===== config.mk =====
export PLATFORM = sky130hd
export DESIGN_NAME = swep_cell
export DESIGN_NICKNAME = d
export VERILOG_FILES = /design/src/assert_macros.svh /design/src/swep_pkg.sv /design/src/swep_cell.sv
export SDC_FILE = /design/constraint.sdc
export NUM_CORES = 1
export LEC_CHECK = 0
export ABC_CLOCK_PERIOD_IN_PS = 7240
export BUFFER_PORTS_ARGS = -buffer_cell sky130_fd_sc_hd__buf_2
export CAP_MARGIN = 30
export CORE_UTILIZATION = 40
export DETAILED_ROUTE_END_ITERATION = 10
export PLACE_DENSITY_LB_ADDON = 0.05
export SLEW_MARGIN = 10
export SYNTH_ARGS = -nofsm -noshare
export SYNTH_HDL_FRONTEND = slang
export SYNTH_SLANG_ARGS = --single-unit

===== constraint.sdc =====
create_clock -name clk -period 7.24 [get_ports clk]
set_input_delay 0.362 -clock clk [delete_from_list [all_inputs] [get_ports clk]]
set_output_delay 0.362 -clock clk [all_outputs]
set_load 0.1 [all_outputs]

===== src/assert_macros.svh =====
// Assertion macros shared by the sliding window extremum RTL
`ifndef ASSERT_MACROS_SVH
`define ASSERT_MACROS_SVH
`ifndef SYNTHESIS
// Check on every rising edge of clk outside reset
`define SWEP_ASSERT(label, prop) \
  label: assert property (@(posedge clk) disable iff (!rst_n) prop) \
    else $error("swep assertion failed");
// Check on every rising edge of clk, reset included
`define SWEP_ASSERT_RST(label, prop) \
  label: assert property (@(posedge clk) prop) \
    else $error("swep reset assertion failed");
`else
`define SWEP_ASSERT(label, prop)
`define SWEP_ASSERT_RST(label, prop)
`endif
`endif


===== src/swep_pkg.sv =====
// Shared types and constants of the sliding window extremum block
`default_nettype none
package swep_pkg;

  localparam int CFG_DATA_W = 7;
  localparam int CFG_IDX_W  = 2;

  localparam logic [CFG_IDX_W-1:0] REG_WINDOW_LENGTH     = 2'd0;
  localparam logic [CFG_IDX_W-1:0] REG_SEEK_LOWEST       = 2'd1;
  localparam logic [CFG_IDX_W-1:0] REG_OLDEST_OCCURRENCE = 2'd2;

  localparam logic [CFG_DATA_W-1:0] WINDOW_LENGTH_RESET = 7'd30;

  // Per-cycle control broadcast to every cell of the chain
  typedef struct packed {
    logic load;
    logic scan;
    logic seek_lowest;
    logic oldest;
  } swep_ctrl_t;

endpackage
`default_nettype wire


===== src/swep_cell.sv =====
// One window cell: holds a history sample and a running best candidate
`default_nettype none
module swep_cell import swep_pkg::*; #(
  parameter int SAMPLE_BITS = 32,
  parameter int AGE_W       = 6,
  parameter int LEN_W       = 7,
  parameter int CELL_AGE    = 0
) (
  input  wire logic                          clk,
  input  wire logic                          rst_n,
  input  wire swep_ctrl_t                    ctrl,
  input  wire logic [LEN_W-1:0]              len_eff,
  input  wire logic signed [SAMPLE_BITS-1:0] shift_in,
  output logic signed [SAMPLE_BITS-1:0]      val_o,
  input  wire logic signed [SAMPLE_BITS-1:0] nb_val,
  input  wire logic [AGE_W-1:0]              nb_age,
  input  wire logic                          nb_vld,
  output logic signed [SAMPLE_BITS-1:0]      cand_val_o,
  output logic [AGE_W-1:0]                   cand_age_o,
  output logic                               cand_vld_o
);

  logic signed [SAMPLE_BITS-1:0] val_r;
  logic signed [SAMPLE_BITS-1:0] cand_val_r;
  logic [AGE_W-1:0]              cand_age_r;
  logic                          cand_vld_r;
  logic                          nb_gt;
  logic                          nb_lt;
  logic                          nb_eq;
  logic                          take;

  assign nb_gt = nb_val > cand_val_r;
  assign nb_lt = nb_val < cand_val_r;
  assign nb_eq = nb_val == cand_val_r;

  // Older neighbor wins when this cell has no valid candidate, when strictly better, or on a tie in oldest mode
  assign take = nb_vld && (!cand_vld_r || (ctrl.seek_lowest ? nb_lt : nb_gt) ||
                           (ctrl.oldest && nb_eq));

  always_ff @(posedge clk) begin
    if (!rst_n) begin
      cand_vld_r <= 1'b0;
    end else if (ctrl.load) begin
      val_r      <= shift_in;
      cand_val_r <= shift_in;
      cand_age_r <= AGE_W'(CELL_AGE);
      cand_vld_r <= LEN_W'(CELL_AGE) < len_eff;
    end else if (ctrl.scan && take) begin
      cand_val_r <= nb_val;
      cand_age_r <= nb_age;
      cand_vld_r <= 1'b1;
    end
  end

  assign val_o      = val_r;
  assign cand_val_o = cand_val_r;
  assign cand_age_o = cand_age_r;
  assign cand_vld_o = cand_vld_r;

endmodule
`default_nettype wire


Word-level counts from Yosys, hierarchy flattened:

Cells that the tools add are included.

* bits in registers: 71
* latch bits: 0
* memory bits (writable): 0
* memory bits (read-only): 0
* input port bits: 84
* output and inout bits: 71
* logic and storage cells: 23
* memories: 0

* add/subtract/negate cells: 0
* multipliers: 0
* divide/modulo/power cells: 0
* magnitude comparators: 3
* eq/ne operators: 1
* shift-type cells: 0
* muxes and demuxes: 6
* bitwise gates (word level): 0
* reduce and logical (&&, ||, !) cells: 9

Operators by type and width (number)
* $mux W32: 2
* $eq A32 B32 Y1: 1
* $gt A32 B32 Y1: 1
* $lt A32 B32 Y1: 1
* $lt A1 B7 Y1 const A: 1
* $mux W6: 1
* $reduce_and A2 Y1: 2
* $logic_and A1 B1 Y1: 3
* $mux W1: 3
* $logic_or A1 B1 Y1: 2
* $reduce_bool A2 Y1: 1
* $logic_not A1 Y1: 1

Depth between registers and ports, before layout:

* depth in word-level cells: 8
* depth in mapped cells: 9

Worst setup path before layout:

Ideal clock, no wire load.

* kind: reg-to-reg
* start point: register cand_val_r[13], in the netlist cand_val_o[13]
* end point: register cand_age_r[0], in the netlist cand_age_o[0], enable pin
* setup time: 491 ps
* arrival: 5388 ps
* required time: 6749 ps
* path slack: 1361 ps
* stages on the path, launching flop included: 10
* buffers on the path: 0
* period minus slack after synthesis: 5879 ps
* cells stage by stage: edfxtp_1 > inv_1 > ha_1 > a21o_1 > a21o_1 > a221o_1 > o31a_1 > nor3_1 > a211oi_1 > o31ai_1

* longest elaborated chain between the ends: 8
* elaborated cells on any way between the ends: 11
* those cells by class: order compare: 2; eq/ne: 1; mux: 1; reduce/logical: 7

Ends and longest elaborated chain
* from (decl): line swep_cell.sv:24 `logic signed [SAMPLE_BITS-1:0] cand_val_r;`
* from (signal assigned): line swep_cell.sv:45 `cand_val_r <= shift_in;`
* from (signal assigned): line swep_cell.sv:49 `cand_val_r <= nb_val;`
* $gt A32 B32 Y1 or $lt A32 B32 Y1 (tied branches): line swep_cell.sv:32, swep_cell.sv:33
* $mux W1: line swep_cell.sv:37 `assign take = nb_vld && (!cand_vld_r || (ctrl.seek_lowest ? nb_lt : nb_gt) ||`
* $logic_or A1 B1 Y1: line swep_cell.sv:37
* $logic_or A1 B1 Y1 *: line swep_cell.sv:37
* $logic_and A1 B1 Y1 *: line swep_cell.sv:37
* $logic_and A1 B1 Y1 *: line swep_cell.sv:48 `end else if (ctrl.scan && take) begin`
* $reduce_bool A2 Y1 (no line) *
* $reduce_and A2 Y1 (no line) *
* to (signal assigned): line swep_cell.sv:46 `cand_age_r <= AGE_W'(CELL_AGE);`
* to (signal assigned): line swep_cell.sv:50 `cand_age_r <= nb_age;`
* to (decl): line swep_cell.sv:25 `logic [AGE_W-1:0] cand_age_r;`

Mark *: on every way between the ends. The rest lies on a longest branch, timed or not.
A chain may end at the register's enable or synchronous reset.

Final worst setup path:

* start point: register cand_val_r[13], in the netlist cand_val_o[13]
* end point: register cand_age_r[1], in the netlist cand_age_o[1], enable pin

Same word-level chain as after synthesis.

==> results.md <==
- Status: complete, no violations
- Clk sinks: 71
- R2r worst-path depth: 10
- DRC violations left: 0
- Synth Area in Compound Gates: 5.82%
- H-tree depth: 3
- Seq/Total Area, Yosys: 61.7%
- Via count: 2521
- Avg Cell Area, Syn: 14.0 sq um
- Actual slew at the worst max-slew pin: 0.721 ns
- Ys async rst share: 0%
- Cts hold-fix bufs: 0
- Yosys warns: 0
- Simple-gate share of the synthesized area: 6.47%
- Total placed cells including tap cells: 502
- Highest-count cells in the layout ignoring fill and taps: buf_2, edfxtp_1, inv_1
- Arrival time worst endpoint: 3.04 ns
- Power Total: 1.17 mW
- Root Buffer: clkbuf_8
- Wire length per cell: 15.0 um
- Final instance area: 4560 sq um
- Fmax: 326 MHz
- Post-cts sizing count: 0
- Share of layout cells above drive strength 1: 49.2%
- Relative slew slack: 51.9%
- Worst-Skew Late Latency: 0.34 ns
- Max Buffers Root-to-Sink: 2
- Main combinational cell family by area after synthesis: adder cells
- DR iter-0 viols: 59
- RSZ-0062 raised after global routing: no
- Clock share of power: 28.8%
- Setup crit end kind: register
- Library cells used by synthesis: 30
- R2R Path Start: cand_val_o[13]
- DP HPWL: 5.76 mm
- LEAKAGE: 2.09 nW
- Die width: 94.7 um
- Post-route insts no fill: 518
- Number of antenna violations at the first check in global routing: 0
- CP Launch Type: register
- Clock-pin slew on the worst setup and hold paths: 0.08 ns
- FP Rows: 33
- Crit Path Category: register to register
- Area growth, synth to finish: 32.7%
- Hold Crit Depth: 1
- FF+latch count, synth: 71
- Initial Util: 41.7%
- Nets: 524
- TritonCTS clock tree: done
- Min cycle time layout: 3.06 ns
- Setup TNS: 0 ns
- PwrDens: 256 nW/um^2
- Syn nets: 361
- Mux cell area share after synthesis: 10.1%
- Post-synth EDFFs: 70
- First-pass DRT Iterations: 4
- Synth Area in Adders: 11.6%
- N_diodes: 0
- Total GRT Usage: 18.1%
- Via density: 4.87
- I/O Buffers: 154
- Final WL: 7.77 mm
- Hold EP: val_o[12]
- Die area: 8980 sq um
- Crit-path max FO: 38
- Syn Inst Count: 245
- Required time of the worst setup path: 7.22 ns
- Min-delay src: shift_in[12]
- Final ANT Viol Nets: 0
- Flop2flop setup slack: 4.18 ns
- Pint: 0.748 mW
- FF-to-FF End: cand_age_o[1]
- Top FF cell, synth: edfxtp_1
- Die Ht: 94.7 um
- Area of the core: 8260 sq um
- Post-CTS Setup Bufs: 0
- Mapped Area: 3440 sq um
- Logic pwr share: 28.7%
- Pin count of the biggest net entering global routing: 43
- Slew Viols, Final: 0
- Reg power frac: 42.5%
- IO Pins: 155
- Global route overflow: 0
- Switching Fraction: 35.9%
- Setup Skew: 0.00966 ns
- DP Area: 4360 sq um
- Maximum vdd drop: 0.000129 V
- TritonCTS Buffers: 9
- Tcrit/Tclk final: 42.3%
- Max Cap Violations: 0
- First-pass GRT wire length: 11.8 mm
- Xor and xnor area share after synthesis: 0%
- Commonest non-fill, non-tap cell in the layout: buf_2
- Worst hold path type: primary input to register
- Psw: 0.419 mW
- Final hold vios: 0
- Final Wtd Congestion: 0.726
- Number of global-route vias before repair: 2372
- Endpoints failing setup: 0
power groups by stage:
stage | logic, mW | clock network [mW] | registers (mW)
floorplan | 0.0656 | 0 | 0.703
detailed placement | 0.336 | 0 | 0.505
CTS | 0.337 | 0.346 | 0.496
finish | 0.335 | 0.336 | 0.496
global route | 0.353 | 0.364 | 0.499
global placement | 0.334 | 0 | 0.505
synthesized netlist by cell type, types with 2 or more instances:
cell / n / area, sq um
nor3_1: 2 / 10.0
nand2_1: 9 / 33.8
mux2_2: 31 / 349
nand4_1: 8 / 50.1
nand3_1: 4 / 20.0
a211oi_1: 2 / 15.0
o31ai_1: 2 / 15.0
nor2_1: 4 / 15.0
ha_1: 32 / 400
nor2b_1: 7 / 43.8
nor4_1: 3 / 18.8
inv_1: 34 / 128
edfxtp_1: 70 / 2100
clkbuf_1: 2 / 7.51
o21ai_0: 5 / 25.0
a21o_1: 3 / 22.5
buf_1: 3 / 11.3
a21oi_1: 12 / 60.1
how the worst max path moves through the flow:
stage / to / slack (ns) / startpoint
after global placement: cand_val_o[26] / 4.09 / nb_val[13]
final: cand_age_o[1] / 4.18 / cand_val_o[13]
after floorplan: cand_age_o[0] / 1.36 / cand_val_o[13]
after global routing: cand_val_o[12] / 4.00 / cand_val_o[13]
after detailed placement: cand_age_o[4] / 4.07 / nb_val[13]
after CTS: cand_val_o[12] / 4.14 / cand_val_o[7]
final cells by class:
class / count / area (sq um)
Sequential cell: 71 / 2120
Inverter: 34 / 128
Tap cell: 105 / 131
Clock inverter: 5 / 72.6
Fill cell: 763 / 3690
Timing Repair Buffer: 157 / 793
Multi-Input combinational cell: 135 / 1190
Clock buffer: 11 / 131
registers in the layout, summed over array words and instances, names as in the netlist:
| name | flops |
|---|---|
| cand_age_o | 6 |
| cand_val_o | 32 |
| cand_vld_o | 1 |
| val_o | 32 |
metal layers:
layer | global-route usage (%) | vias up | share of wire [%]
met3 | 6.36 | 7 | 7.4
met1 | 23.9 | 1173 | 46
met4 | 6.06 | 0 | 1.2
met2 | 27.6 | 98 | 46
li1 | - | 1243 | -
met5 | 0 | - | 0
stage by stage:
step	utilization, %	setup slack, ns	hold slack (ns)
finish	55.3	4.18	0.203
global route	55.3	4.00	0.178
CTS	55.3	4.14	0.185
detailed placement	52.8	4.07	0.552
global placement	52.8	4.09	0.550
floorplan	-	1.36	0.461
cells by family (layout without fill, tap and decap cells):
| logic type | count (synthesis) | count (layout) |
|---|---|---|
| and+or+nand+nor | 41 | 41 |
| buffers and inverters | 39 | 207 |
| adders and majority gates | 32 | 32 |
| AOI/OAI and AO/OA | 31 | 31 |
| muxes | 31 | 31 |
| DFF | 71 | 71 |
critical path: stages, from the launching register on:
cell and delay (ns):
edfxtp_1 0.38, inv_1 0.07, ha_1 0.24, a21o_1 0.18, a21o_1 0.18, a221o_1 0.29, o31a_1 0.34, nor3_1 0.15
a211oi_1 0.13, o31ai_4 0.24, buf_4 0.48
No activity file was read; power rests on OpenSTA's default activity.
